--- src/hdl/box_downscale_2x2_4x4_top_defines.svh ---
//------------------------------------------------------------------------------
// Box downscaler assertion macros
// Shared concurrent assertion forms, clocked on clock and disabled in reset.
//------------------------------------------------------------------------------
`ifndef BOX_DOWNSCALE_2X2_4X4_TOP_DEFINES_SVH
`define BOX_DOWNSCALE_2X2_4X4_TOP_DEFINES_SVH

// condition must never hold at a clock edge
`define BDS_ASSERT_NEVER(lbl, cond, msg) \
   lbl: assert property (@(posedge clock) disable iff (reset) !(cond)) else $error(msg);

// antecedent implies consequent in the next cycle
`define BDS_ASSERT_NEXT(lbl, ante, cons, msg) \
   lbl: assert property (@(posedge clock) disable iff (reset) (ante) |=> (cons)) else $error(msg);

`endif

--- src/hdl/bds_pkg.sv ---
//------------------------------------------------------------------------------
// Box downscaler package
// Widths, register indexes, mode codes and stage types shared by the block.
//------------------------------------------------------------------------------
package bds_pkg;

   localparam int PIX_W         = 8;
   localparam int DIM_W         = 12;
   localparam int CNT_W         = 11;
   localparam int SUM_W         = 12;
   localparam int CSR_IDX_W     = 3;
   localparam int CSR_DATA_W    = 12;
   localparam int HEIGHT_LIMIT  = 2048;
   localparam int DEF_MAX_WIDTH = 2048;
   localparam int OUTQ_DEPTH    = 3;

   localparam logic [DIM_W-1:0] RST_WIDTH  = 12'd640;
   localparam logic [DIM_W-1:0] RST_HEIGHT = 12'd480;

   // register indexes
   localparam logic [CSR_IDX_W-1:0] REG_SCALE_MODE   = 3'd0;
   localparam logic [CSR_IDX_W-1:0] REG_ALT_FRAMES   = 3'd1;
   localparam logic [CSR_IDX_W-1:0] REG_FRAME_WIDTH  = 3'd2;
   localparam logic [CSR_IDX_W-1:0] REG_FRAME_HEIGHT = 3'd3;

   // scale_mode codes
   localparam logic [1:0] MODE_NONE = 2'd0;
   localparam logic [1:0] MODE_AVG2 = 2'd1;
   localparam logic [1:0] MODE_AVG4 = 2'd2;

   // factor of the current frame
   localparam logic [1:0] FACT_NONE = 2'd0;
   localparam logic [1:0] FACT_2    = 2'd1;
   localparam logic [1:0] FACT_4    = 2'd2;

   typedef struct packed {
      logic             go;
      logic             pass;
      logic             access;
      logic             emit;
      logic             first_row;
      logic             shift4;
      logic [CNT_W-1:0] col_idx;
      logic [SUM_W-1:0] row_sum;
      logic [PIX_W-1:0] pixel;
      logic             last;
   } step_type;

   typedef struct packed {
      logic [PIX_W-1:0] out_pixel;
      logic             frame_done;
      logic             was_scaled;
   } out_item_type;

endpackage

--- src/hdl/bds_outq.sv ---
//------------------------------------------------------------------------------
// Box downscaler output queue
// Three-entry queue that decouples the result channel from the pipeline.
//------------------------------------------------------------------------------
module bds_outq import bds_pkg::*; (
   input  logic         clock,
   input  logic         reset,
   input  logic         push,
   input  out_item_type push_item,
   input  logic         rsp_stall,
   output logic         rsp_valid,
   output out_item_type head_item,
   output logic [1:0]   count
);

`include "box_downscale_2x2_4x4_top_defines.svh"

   out_item_type q_ff [OUTQ_DEPTH];
   logic [1:0]   wr_ptr_ff, wr_ptr_in;
   logic [1:0]   rd_ptr_ff, rd_ptr_in;
   logic [1:0]   count_ff, count_in;
   logic         pop;

   assign rsp_valid = (count_ff != '0);
   assign pop       = rsp_valid && !rsp_stall;
   assign head_item = q_ff[rd_ptr_ff];
   assign count     = count_ff;

   always_comb begin
      wr_ptr_in = wr_ptr_ff;
      rd_ptr_in = rd_ptr_ff;
      if (push)
         wr_ptr_in = (wr_ptr_ff == 2'(OUTQ_DEPTH - 1)) ? '0 : wr_ptr_ff + 2'd1;
      if (pop)
         rd_ptr_in = (rd_ptr_ff == 2'(OUTQ_DEPTH - 1)) ? '0 : rd_ptr_ff + 2'd1;
      count_in = count_ff + 2'(push) - 2'(pop);
   end

   always_ff @(posedge clock) begin
      if (push)
         q_ff[wr_ptr_ff] <= push_item;
   end

   always_ff @(posedge clock) begin
      if (reset) begin
         wr_ptr_ff <= '0;
         rd_ptr_ff <= '0;
         count_ff  <= '0;
      end else begin
         wr_ptr_ff <= wr_ptr_in;
         rd_ptr_ff <= rd_ptr_in;
         count_ff  <= count_in;
      end
   end

   `BDS_ASSERT_NEVER(a_no_overflow, push && !pop && (count_ff == 2'(OUTQ_DEPTH)), "push into a full output queue")
   `BDS_ASSERT_NEVER(a_count_range, count_ff > 2'(OUTQ_DEPTH), "output queue count out of range")

endmodule

--- config.mk ---
export PLATFORM = sky130hd
export DESIGN_NAME = bds_outq
export DESIGN_NICKNAME = d
export VERILOG_FILES = /design/src/hdl/bds_pkg.sv /design/src/hdl/bds_outq.sv
export VERILOG_INCLUDE_DIRS = /design/src /design/src/hdl
export SDC_FILE = /design/constraint.sdc
export NUM_CORES = 1
export LEC_CHECK = 0
export BUFFER_PORTS_ARGS = -buffer_cell sky130_fd_sc_hd__buf_2
export CORE_UTILIZATION = 48
export DETAILED_ROUTE_END_ITERATION = 16
export HOLD_SLACK_MARGIN = 0.03
export PLACE_DENSITY = 0.73
export SYNTH_ARGS = -nofsm -noshare
export SYNTH_HDL_FRONTEND = slang
export SYNTH_SLANG_ARGS = --single-unit
--- constraint.sdc ---
create_clock -name clock -period 1.8 [get_ports clock]
set_input_delay 0.54 -clock clock [delete_from_list [all_inputs] [get_ports clock]]
set_output_delay 0.54 -clock clock [all_outputs]
set_load 0.02 [all_outputs]
==> results.txt <==
The fmax is 557.4 MHz. The async set-reset flop share out of synthesis is 0. The utilization after layout is 0.6112.

The cell area after synthesis is 1471 µm². Power spread over the standard cell area amounts to 927.0 nW/µm². The pin count of the biggest net entering global routing came out at 21. The post-detailed-placement half-perimeter wirelength came out at 1504 µm. Synthesis produced a netlist with a net count of 114. The number of antenna-violating nets in the routed design came out at 0. The routed length per placed instance came out at 13.55 µm. The weighted congestion at the end of routability-driven global placement came out at 0.6646.

The type of destination of the critical path is a primary output. The path class of the lowest-slack min-delay path is in2reg. The later pin in the worst-skew pair is clocked with a latency of 0.32 ns. The most common cell after layout, fill and taps aside is edfxtp_1. In this run, synthesis inferred 30 flip-flops with an integrated enable. In this run the tool buffered the top-level ports with 26 buffer cells. Row generation in the floorplan step produced 19 rows.

The flow ran to the end, but the final reports show violations. OpenSTA, run right after detailed placement, puts the worst setup slack at 0.2421 ns. The met1 wire length came out at 929 µm.

The instance count of the mapped netlist came out at 99. The area of the die came out at 3291 µm². Setup violations remaining at the end of the flow were counted as 0.

The leakage power figure is 0.0006439 µW. Leaving out fill and tap cells, the most frequent cells in the layout are edfxtp_1, buf_2, mux2i_1, nand2_1. Sorting the synthesized cells by area gives the leading types as edfxtp_1, dfxtp_1, mux2i_1, o21ai_0, nand2_1. The normalized max-slew margin came out at 0.7067.

Routed signal wires occupy layers up through met4. The CTS clock-pin slew for the worst setup and hold paths is 0.11 ns. The detailed-route DRC error count is 5. The H-tree depth is 2. The post-CTS setup repair buffer count came out at 0. Buffers inserted during clock tree synthesis total 5.

The synthesis warning total came out at 0. The area added between synthesis and finish is 17.52%. The worst voltage drop across the vdd grid is 0.0005207 V. The final wirelength came out at 2249 µm. The first detailed-routing pass took 10 iterations.

The chip width is 57.37 µm. In the synthesized netlist the dominant register cell turns out to be edfxtp_1. The number of DRC markers in iteration 0 is 33. Measured along the y axis, the die boundary spans 57.37 µm. Setup slack on the critical path of the routed design comes to 0.005944 ns. The routed layout has 845 vias.

The area share of the largest cell type after synthesis is 0.6122. The starting density of the core came out at 0.5201. The wire length of the first global-routing pass came out at 3615 µm.

The final-stage net count is 149. The data required time of the worst path is 1.26 ns. The slew at the pin closest to its max-slew limit is 0.4395 ns. The final hold violation count came to 0. In this run the deepest clock path goes through 2 buffers. The maximum fanout along the worst path is 5. Of the synthesized area, sequential elements account for 0.7211. After global routing the overflow that remains totals 0. The combined global-route utilization of all metal layers came out at 0.1540. In the detailed route, the total length drawn on met3 is 106 µm. The number of max-slew violations in the final report is 0.

The worst setup path is of the reg2out kind. The number of I/O pins came out at 27. The final reports fail on design-rule violations. The worst setup path is launched from a flip-flop. The clock tree from TritonCTS is done. Counting flops and latches in the post-synthesis netlist gives 38.

The number of vias per cell is 5.090. After detailed routing, the met2 layer carries 1191 µm of wire. The total area inside the core boundary comes to 2829 µm². The number of unique standard cell types used by synthesis is 22. Clock tree synthesis selected as its root buffer the cell clkbuf_4. In the final layout, the share of cells above drive strength 1 is 0.3333. The share of the clock period used by the worst path came out at 0.9967. Data on the critical path arrives at its endpoint at 1.25 ns.

Setup repair after global routing could not meet its margin everywhere. The number of global-route vias before repair came out at 818. The number of sinks driven by the clock tree came out at 38. For this design, the CTS-stage hold fixing added 0 buffers.

The largest total area in the synthesized netlist belongs to edfxtp_1. The worst clock skew is 0.007343 ns. The post-synthesis average cell area came out at 14.86 µm². The initial antenna violation count came out at 0. Max-cap violations in this run came to 0. The shortest period the worst path allows came out at 1.794 ns. The setup slack of the most critical reg-to-reg path came out at 0.57 ns.

The number of diodes added for antenna fixing is 0.
[stage by stage]
| step | setup TNS (ns) | cells | cell area (µm²) | hold WS (ns) | power, µW |
|---|---|---|---|---|---|
| detailed placement | 0 | 157 | 1660 | 0.5035 | 1221 |
| global route | -0.7976 | 166 | 1729 | 0.3803 | 1690 |
| CTS | -0.02019 | 166 | 1727 | 0.4003 | 1618 |
| floorplan | 0 | 99 | 1476 | 0.4753 | 1145 |
| global placement | 0 | 157 | 1660 | 0.4910 | 1212 |
| finish | 0 | 166 | 1729 | 0.4113 | 1603 |
[cell families (layout without fill, tap and decap cells)]
| logic type | count (synthesis) | in the layout | synth area share |
|---|---|---|---|
| buf+inv | 4 | 40 | 0.01276 |
| compound gates | 15 | 15 | 0.06208 |
| fa+ha+maj | 1 | 1 | 0.008502 |
| mux | 15 | 15 | 0.1046 |
| flops | 38 | 38 | 0.7211 |
| simple gates | 26 | 26 | 0.09099 |
[final cells by class]
type                       count  area, µm²
fill                         212       1100
sequential                    38       1062
multi-input combinational     57      396.6
timing repair buffer          31      177.7
clock buffer                   6      41.29
tap                           31      38.79
clock inverter                 2      8.758
inverter                       1      3.754
[synthesized netlist by cell type (2+ instances only)]
master and n:
and2b_1 2, clkbuf_1 2, dfxtp_1 8, edfxtp_1 30, mux2_2 3, mux2i_1 12
nand2_1 12, nand2b_1 3, nor2_1 2, nor2b_1 2, o21ai_0 12
[where the power goes]
part,internal [µW],total [µW],switching (µW)
clock,147,396,249
combinational,87.0,202,115
sequential,989,1010,16.0
[metal layers]
| layer | up-vias | track usage |
|---|---|---|
| li1 | 437 | - |
| met2 | 17 | 0.2708 |
| met1 | 388 | 0.1656 |
| met3 | 3 | 0.05896 |
| met5 | - | 0 |
| met4 | 0 | 0.06272 |
[repair_timing]
item / 4_1_cts / 5_1_grt
pin swaps: 0 / 1
cloned: 1 / 0
endpoints found under the setup margin: 10 / 10
resized for setup: 8 / 2
[worst paths after layout]
| path | end | cells past startpoint | from |
|---|---|---|---|
| max | head_item[2] | 4 | flip-flop |
| min | q_ff[1][3] | 1 | push_item[3] |
| max reg2reg | q_ff[1][6] | 2 | wr_ptr_ff[1] |
| min reg2reg | wr_ptr_ff[1] | 2 | wr_ptr_ff[1] |
[worst max-delay path, cell delays in order, from the launching register on]
cell and delay [ns]:
dfxtp_2 0.36, buf_6 0.13, mux2i_1 0.20, o21ai_1 0.07, buf_2 0.16
[flip-flops by register name (all words and copies together), names as in the netlist, named ones only]
register,flops
q_ff,30
rd_ptr_ff,2
wr_ptr_ff,2
count,2
(Power assumes the default switching activity.)
