<file path="src/hdl/box_downscale_2x2_4x4_top_defines.svh">
//------------------------------------------------------------------------------
// Box downscaler assertion macros
// Shared concurrent assertion forms, clocked on clock and disabled in reset.
//------------------------------------------------------------------------------
`ifndef BOX_DOWNSCALE_2X2_4X4_TOP_DEFINES_SVH
`define BOX_DOWNSCALE_2X2_4X4_TOP_DEFINES_SVH

// condition must never hold at a clock edge
`define BDS_ASSERT_NEVER(lbl, cond, msg) \
   lbl: assert property (@(posedge clock) disable iff (reset) !(cond)) else $error(msg);

// antecedent implies consequent in the next cycle
`define BDS_ASSERT_NEXT(lbl, ante, cons, msg) \
   lbl: assert property (@(posedge clock) disable iff (reset) (ante) |=> (cons)) else $error(msg);

`endif

</file>
<file path="src/hdl/bds_pkg.sv">
//------------------------------------------------------------------------------
// Box downscaler package
// Widths, register indexes, mode codes and stage types shared by the block.
//------------------------------------------------------------------------------
package bds_pkg;

   localparam int PIX_W         = 8;
   localparam int DIM_W         = 12;
   localparam int CNT_W         = 11;
   localparam int SUM_W         = 12;
   localparam int CSR_IDX_W     = 3;
   localparam int CSR_DATA_W    = 12;
   localparam int HEIGHT_LIMIT  = 2048;
   localparam int DEF_MAX_WIDTH = 2048;
   localparam int OUTQ_DEPTH    = 3;

   localparam logic [DIM_W-1:0] RST_WIDTH  = 12'd640;
   localparam logic [DIM_W-1:0] RST_HEIGHT = 12'd480;

   // register indexes
   localparam logic [CSR_IDX_W-1:0] REG_SCALE_MODE   = 3'd0;
   localparam logic [CSR_IDX_W-1:0] REG_ALT_FRAMES   = 3'd1;
   localparam logic [CSR_IDX_W-1:0] REG_FRAME_WIDTH  = 3'd2;
   localparam logic [CSR_IDX_W-1:0] REG_FRAME_HEIGHT = 3'd3;

   // scale_mode codes
   localparam logic [1:0] MODE_NONE = 2'd0;
   localparam logic [1:0] MODE_AVG2 = 2'd1;
   localparam logic [1:0] MODE_AVG4 = 2'd2;

   // factor of the current frame
   localparam logic [1:0] FACT_NONE = 2'd0;
   localparam logic [1:0] FACT_2    = 2'd1;
   localparam logic [1:0] FACT_4    = 2'd2;

   typedef struct packed {
      logic             go;
      logic             pass;
      logic             access;
      logic             emit;
      logic             first_row;
      logic             shift4;
      logic [CNT_W-1:0] col_idx;
      logic [SUM_W-1:0] row_sum;
      logic [PIX_W-1:0] pixel;
      logic             last;
   } step_type;

   typedef struct packed {
      logic [PIX_W-1:0] out_pixel;
      logic             frame_done;
      logic             was_scaled;
   } out_item_type;

endpackage

</file>
<file path="src/hdl/bds_ctrl.sv">
//------------------------------------------------------------------------------
// Box downscaler control stage
// Config registers, frame setup, raster counters and the running row sum.
//------------------------------------------------------------------------------
module bds_ctrl import bds_pkg::*; #(
   parameter int MAX_WIDTH = DEF_MAX_WIDTH
) (
   input  logic                  clock,
   input  logic                  reset,
   input  logic                  csr_write_en,
   input  logic [CSR_IDX_W-1:0]  csr_index,
   input  logic [CSR_DATA_W-1:0] csr_wdata,
   input  logic                  accept,
   input  logic [PIX_W-1:0]      pixel,
   output step_type              step
);

`include "box_downscale_2x2_4x4_top_defines.svh"

   logic [1:0]       scale_mode_ff, scale_mode_in;
   logic             alt_frames_ff, alt_frames_in;
   logic [DIM_W-1:0] frame_width_ff, frame_width_in;
   logic [DIM_W-1:0] frame_height_ff, frame_height_in;

   logic [CNT_W-1:0] col_ff, col_in;
   logic [CNT_W-1:0] row_ff, row_in;
   logic [DIM_W-1:0] cur_w_ff, cur_w_in;
   logic [DIM_W-1:0] cur_h_ff, cur_h_in;
   logic [1:0]       cur_f_ff, cur_f_in;
   logic             scaled_last_ff, scaled_last_in;
   logic [SUM_W-1:0] row_sum_ff, row_sum_in;

   logic             start, sel, div_ok, scaled;
   logic [1:0]       cand_f, eff_f;
   logic [DIM_W-1:0] w_c, h_c, eff_w, eff_h;
   logic [CNT_W-1:0] mask;
   logic             col_end, row_first, row_end, last_col, last_row;
   logic [CNT_W+1:0] col_inc, row_inc;
   logic [SUM_W-1:0] rs_base, rs_new;

   // config writes
   always_comb begin
      scale_mode_in   = scale_mode_ff;
      alt_frames_in   = alt_frames_ff;
      frame_width_in  = frame_width_ff;
      frame_height_in = frame_height_ff;
      if (csr_write_en) begin
         case (csr_index)
            REG_SCALE_MODE:   scale_mode_in   = csr_wdata[1:0];
            REG_ALT_FRAMES:   alt_frames_in   = csr_wdata[0];
            REG_FRAME_WIDTH:  frame_width_in  = csr_wdata[DIM_W-1:0];
            REG_FRAME_HEIGHT: frame_height_in = csr_wdata[DIM_W-1:0];
            default: ;
         endcase
      end
   end

   // frame setup, valid only on the first pixel of a frame
   always_comb begin
      start = (col_ff == '0) && (row_ff == '0);
      sel   = (scale_mode_ff != MODE_NONE) && (!alt_frames_ff || !scaled_last_ff);
      if (frame_width_ff == '0)
         w_c = DIM_W'(1);
      else if (32'(frame_width_ff) > MAX_WIDTH)
         w_c = DIM_W'(MAX_WIDTH);
      else
         w_c = frame_width_ff;
      if (frame_height_ff == '0)
         h_c = DIM_W'(1);
      else if (32'(frame_height_ff) > HEIGHT_LIMIT)
         h_c = DIM_W'(HEIGHT_LIMIT);
      else
         h_c = frame_height_ff;
      if (sel && scale_mode_ff == MODE_AVG2)
         cand_f = FACT_2;
      else if (sel && scale_mode_ff == MODE_AVG4)
         cand_f = FACT_4;
      else
         cand_f = FACT_NONE;
      case (cand_f)
         FACT_2:  div_ok = !w_c[0] && !h_c[0];
         FACT_4:  div_ok = (w_c[1:0] == 2'b00) && (h_c[1:0] == 2'b00);
         default: div_ok = 1'b0;
      endcase
      eff_w   = start ? w_c : cur_w_ff;
      eff_h   = start ? h_c : cur_h_ff;
      eff_f   = start ? (div_ok ? cand_f : FACT_NONE) : cur_f_ff;
      rs_base = start ? '0 : row_sum_ff;
   end

   // position within the block and the frame
   always_comb begin
      scaled    = (eff_f != FACT_NONE);
      mask      = (eff_f == FACT_4) ? CNT_W'(3) : CNT_W'(1);
      col_end   = (col_ff & mask) == mask;
      row_first = (row_ff & mask) == '0;
      row_end   = (row_ff & mask) == mask;
      col_inc   = {2'b00, col_ff} + (CNT_W+2)'(1);
      row_inc   = {2'b00, row_ff} + (CNT_W+2)'(1);
      last_col  = col_inc >= (CNT_W+2)'(eff_w);
      last_row  = row_inc >= (CNT_W+2)'(eff_h);
      rs_new    = rs_base + SUM_W'(pixel);

      col_in = col_ff;
      row_in = row_ff;
      if (accept) begin
         if (last_col) begin
            col_in = '0;
            row_in = last_row ? '0 : row_inc[CNT_W-1:0];
         end else begin
            col_in = col_inc[CNT_W-1:0];
         end
      end

      cur_w_in       = (accept && start) ? w_c : cur_w_ff;
      cur_h_in       = (accept && start) ? h_c : cur_h_ff;
      cur_f_in       = (accept && start) ? eff_f : cur_f_ff;
      scaled_last_in = (accept && start) ? sel : scaled_last_ff;

      row_sum_in = row_sum_ff;
      if (accept) begin
         if (!scaled)
            row_sum_in = rs_base;
         else if (col_end)
            row_sum_in = '0;
         else
            row_sum_in = rs_new;
      end
   end

   always_comb begin
      step.go        = accept;
      step.pass      = !scaled;
      step.access    = scaled && col_end;
      step.emit      = row_end;
      step.first_row = row_first;
      step.shift4    = (eff_f == FACT_4);
      step.col_idx   = (eff_f == FACT_4) ? (col_ff >> 2) : (col_ff >> 1);
      step.row_sum   = rs_new;
      step.pixel     = pixel;
      step.last      = last_col && last_row;
   end

   always_ff @(posedge clock) begin
      if (reset) begin
         scale_mode_ff   <= MODE_NONE;
         alt_frames_ff   <= 1'b0;
         frame_width_ff  <= RST_WIDTH;
         frame_height_ff <= RST_HEIGHT;
         col_ff          <= '0;
         row_ff          <= '0;
         cur_w_ff        <= '0;
         cur_h_ff        <= '0;
         cur_f_ff        <= FACT_NONE;
         scaled_last_ff  <= 1'b0;
         row_sum_ff      <= '0;
      end else begin
         scale_mode_ff   <= scale_mode_in;
         alt_frames_ff   <= alt_frames_in;
         frame_width_ff  <= frame_width_in;
         frame_height_ff <= frame_height_in;
         col_ff          <= col_in;
         row_ff          <= row_in;
         cur_w_ff        <= cur_w_in;
         cur_h_ff        <= cur_h_in;
         cur_f_ff        <= cur_f_in;
         scaled_last_ff  <= scaled_last_in;
         row_sum_ff      <= row_sum_in;
      end
   end

   `BDS_ASSERT_NEXT(a_wrap_on_last, accept && step.last, (col_ff == '0) && (row_ff == '0), "counters did not wrap after the last pixel of a frame")

endmodule

</file>
<file path="config.mk">
export PLATFORM = sky130hd
export DESIGN_NAME = bds_ctrl
export DESIGN_NICKNAME = d
export VERILOG_FILES = /design/src/hdl/bds_pkg.sv /design/src/hdl/bds_ctrl.sv
export VERILOG_INCLUDE_DIRS = /design/src /design/src/hdl
export SDC_FILE = /design/constraint.sdc
export NUM_CORES = 1
export LEC_CHECK = 0
export BUFFER_PORTS_ARGS = -buffer_cell sky130_fd_sc_hd__clkbuf_2
export CORE_MARGIN = 2
export CORE_UTILIZATION = 40
export DETAILED_ROUTE_END_ITERATION = 7
export SLEW_MARGIN = 20
export SYNTH_ARGS = -nofsm -noshare
export SYNTH_HDL_FRONTEND = slang
export SYNTH_SLANG_ARGS = --single-unit
</file>
<file path="constraint.sdc">
create_clock -name clock -period 4.7 [get_ports clock]
set_input_delay 0.47 -clock clock [delete_from_list [all_inputs] [get_ports clock]]
set_output_delay 0.47 -clock clock [all_outputs]
set_load 0.02 [all_outputs]
</file>
==> impl_metrics.json <==
{
  "async_flop_share_pct": 0,
  "antenna_found_initial": 0,
  "cp-start-kind": "flip-flop",
  "wl_mm": 14.1,
  "clkLatencyLatePin_ns": 0.35,
  "grt_setup_unrepaired": "false",
  "power.total_mw": 1.97,
  "worstMarginPinSlew_ns": 1.02,
  "cap_violations": 0,
  "hp-class": "in -> reg",
  "synthTopCellsByArea": "dfxtp_1, ha_1, nand2_1, a21oi_1, nand3_1",
  "min_to": "frame_height_ff[2]",
  "post_cts_buffers": 0,
  "ant_nets": 0,
  "regToRegSetupSlack_ns": 0.53,
  "ios": 65,
  "via_per_inst": 5.54,
  "multi_input_area_sq_mm": 0.00342,
  "cp_common_cell": "buf_4",
  "area_growth_pct": 12.2,
  "cts_buffer_depth": 2,
  "cp_max_fo": 10,
  "die-area_sq_mm": 0.0148,
  "fillers": 1323,
  "yosys-top-cells-count": "nand2_1, dfxtp_1, a21oi_1, nand3_1, ha_1",
  "reg2reg_to": "row_ff[6]",
  "grt_start_max_net_pins": 65,
  "cts_sinks": 88,
  "yosys_warnings": 0,
  "worst_ep_arrival_time_ns": 3.90,
  "r2r_start": "col_ff[0]",
  "cts_tree": "done",
  "core_area_sq_mm": 0.0133,
  "cts.clk_slew.worst_paths_ns": 0.06,
  "grt_pass1_wl_mm": 23.3,
  "ff2ff_path_depth": 15,
  "synthesis.nets": 766,
  "cp-end-kind": "primary output",
  "synth_area_leader_cell": "dfxtp_1",
  "wl_per_cell_um": 15.5,
  "skew_ns": 0.00702,
  "outcome": "completed",
  "setup_viol": 0,
  "cp.required_ns": 4.23,
  "dpl.hpwl_mm": 10.4,
  "final_nets": 790,
  "peakVddDrop_v": 0.000150,
  "yosysMostFrequentCell": "nand2_1",
  "grt_pass1_vias": 4730,
  "drc": 0,
  "ys_seq_area_share_pct": 31.9,
  "diodes": 0,
  "clock.fmax_ghz": 0.229,
  "dr.first_iter.drc_count": 229,
  "whs_path_depth": 3,
  "htree_levels": 3,
  "final_max_slew_viol_count": 0,
  "dieWidth_um": 122,
  "hold_viol": 0,
  "layout_setup_ws_ns": 0.333,
  "cp_cell_sequence": "inv_1 -> ha_1 -> nor4b_2 -> nand4_1 -> nor2_1 -> buf_4 -> buf_4 -> and3_1 -> a21oi_1 -> ha_1 -> o21ai_0 -> o21ai_0 -> a31o_2 -> a211oi_2 -> buf_4 -> nor2_1 -> clkbuf_2",
  "synth_area_per_cell_sq_um": 7.88,
  "critPathSlowestCell": "nor2_1",
  "min_period_over_period_pct": 92.9,
  "synth-seq-cells": 88,
  "critPathKind": "reg -> out",
  "hp-start": "csr_wdata[2]",
  "regArea_sq_mm": 0.00176,
  "post-route-util_pct": 46.5,
  "num_rows": 42,
  "track_usage_pct": 19.9,
  "drive_above_1_share_pct": 15.5,
  "cpPeakStageDelay_ns": 0.46,
  "p_leak_nw": 2.56,
  "synth.top_cell.area_share_pct": 31.9,
  "vias": 5028,
  "tns_ns": 0,
  "cts_made_buffers": 9,
  "die_y_um": 122,
  "synth_edf_count": 0,
  "fin_cells": 907,
  "cts.root.buffer_cell": "clkbuf_16",
  "start_util_pct": 41.4,
  "synth_cell_types": 61,
  "slew-limit-headroom_pct": 31.9,
  "synthCells": 702,
  "synth-main-ff-cell": "dfxtp_1",
  "placed_cells": 891,
  "gp_congestion": 0.887,
  "pre_cts_ws_ns": 0.602,
  "cellPowerDensity_mw_per_mm2": 318,
  "syn-cell-area_sq_mm": 0.00553,
  "drt_first_pass_iters": 5,
  "io_buffer_count": 63,
  "overflow": 0,
  "period_minus_slack_ns": 4.37
}
==> through the flow <==
| stage | area [sq um] | hold slack [ns] |
|---|---|---|
| floorplan | 5530 | 0.431 |
| global placement | 5840 | 0.437 |
| detailed placement | 5840 | 0.442 |
| CTS | 6200 | 0.355 |
| global route | 6200 | 0.375 |
| finish | 6200 | 0.362 |
==> kinds of logic (layout without fill, tap and decap cells) <==
kind of cell	Yosys count	count (layout)	share of synthesized area (%)
compound gates	166	166	19.3
xor+xnor	27	27	4.28
fa+ha+maj	37	37	8.51
buf+inv	77	106	6.38
flops	88	88	31.9
mux	16	16	3.12
other cells	1	1	0.0678
simple gates	290	290	26.5
==> what timing repair did <==
| item | CTS | global route |
|---|---|---|
| hold buffers | 0 | 0 |
| hold endpoints to repair | 0 | 0 |
| gates resized for setup | 0 | 1 |
| endpoints found under the setup margin | 0 | 1 |
==> metal layers <==
layer	track usage (%)	share of wire, %	vias up
met1	26.8	46	2330
met2	32.3	46	135
met3	2.72	5.4	20
li1	-	-	2543
met4	7.83	2.0	0
met5	0	0	-
==> flip-flops by register name, summed over array words and instances (netlist names) <==
name and flops:
cur_f_ff 2, frame_width_ff 12, cur_w_ff 12, row_sum_ff 12
col_ff 11, row_ff 11, scaled_last_ff 1, alt_frames_ff 1
scale_mode_ff 2, frame_height_ff 12, cur_h_ff 12
==> power breakdown <==
| part | switching, mW | internal (mW) | total (mW) | leakage [nW] |
|---|---|---|---|---|
| clock | 0.299 | 0.551 | 0.850 | 0.173 |
| combinational | 0.225 | 0.114 | 0.339 | 1.67 |
| sequential | 0.0186 | 0.765 | 0.784 | 0.712 |
| total | 0.543 | 1.43 | 1.97 | 2.56 |
==> area by class of cell <==
cell class                 count  share of cell area, %
timing repair buffer          71                   6.05
clock inverter                 4                   1.59
multi-input combinational    537                   55.1
sequential                    88                   28.4
inverter                      19                   1.15
clock buffer                  12                   4.13
tap                          176                   3.55
==> worst max-delay path: cells and delay by family (launching register included) <==
family / cells / cell delay (ns)
fa+ha+maj: 2 / 0.44
compound gates: 5 / 0.70
flops: 1 / 0.40
simple gates: 5 / 1.10
buf+inv: 5 / 0.88
==> worst max-delay path by stage <==
stage,cells after the start,slack (ns),start,endpoint
after floorplan,14,0.84,row_ff[0],step[0]
final,17,0.33,col_ff[0],step[0]
after CTS,16,0.27,col_ff[0],step[19]
after detailed placement,14,0.60,row_ff[0],row_ff[6]
after global placement,16,0.76,col_ff[0],step[19]
after global routing,17,0.05,col_ff[0],step[0]
==> cells in the final DEF, fill, tap and decap left out, types with 14 or more instances in the layout <==
master,count
a21oi_1,82
a22o_1,14
and3_1,24
clkbuf_2,63
dfxtp_1,88
ha_1,36
inv_1,19
nand2_1,110
nand3_1,40
nor2_1,32
o21ai_0,17
xnor2_1,17
No activity file was read; power rests on OpenSTA's default activity.
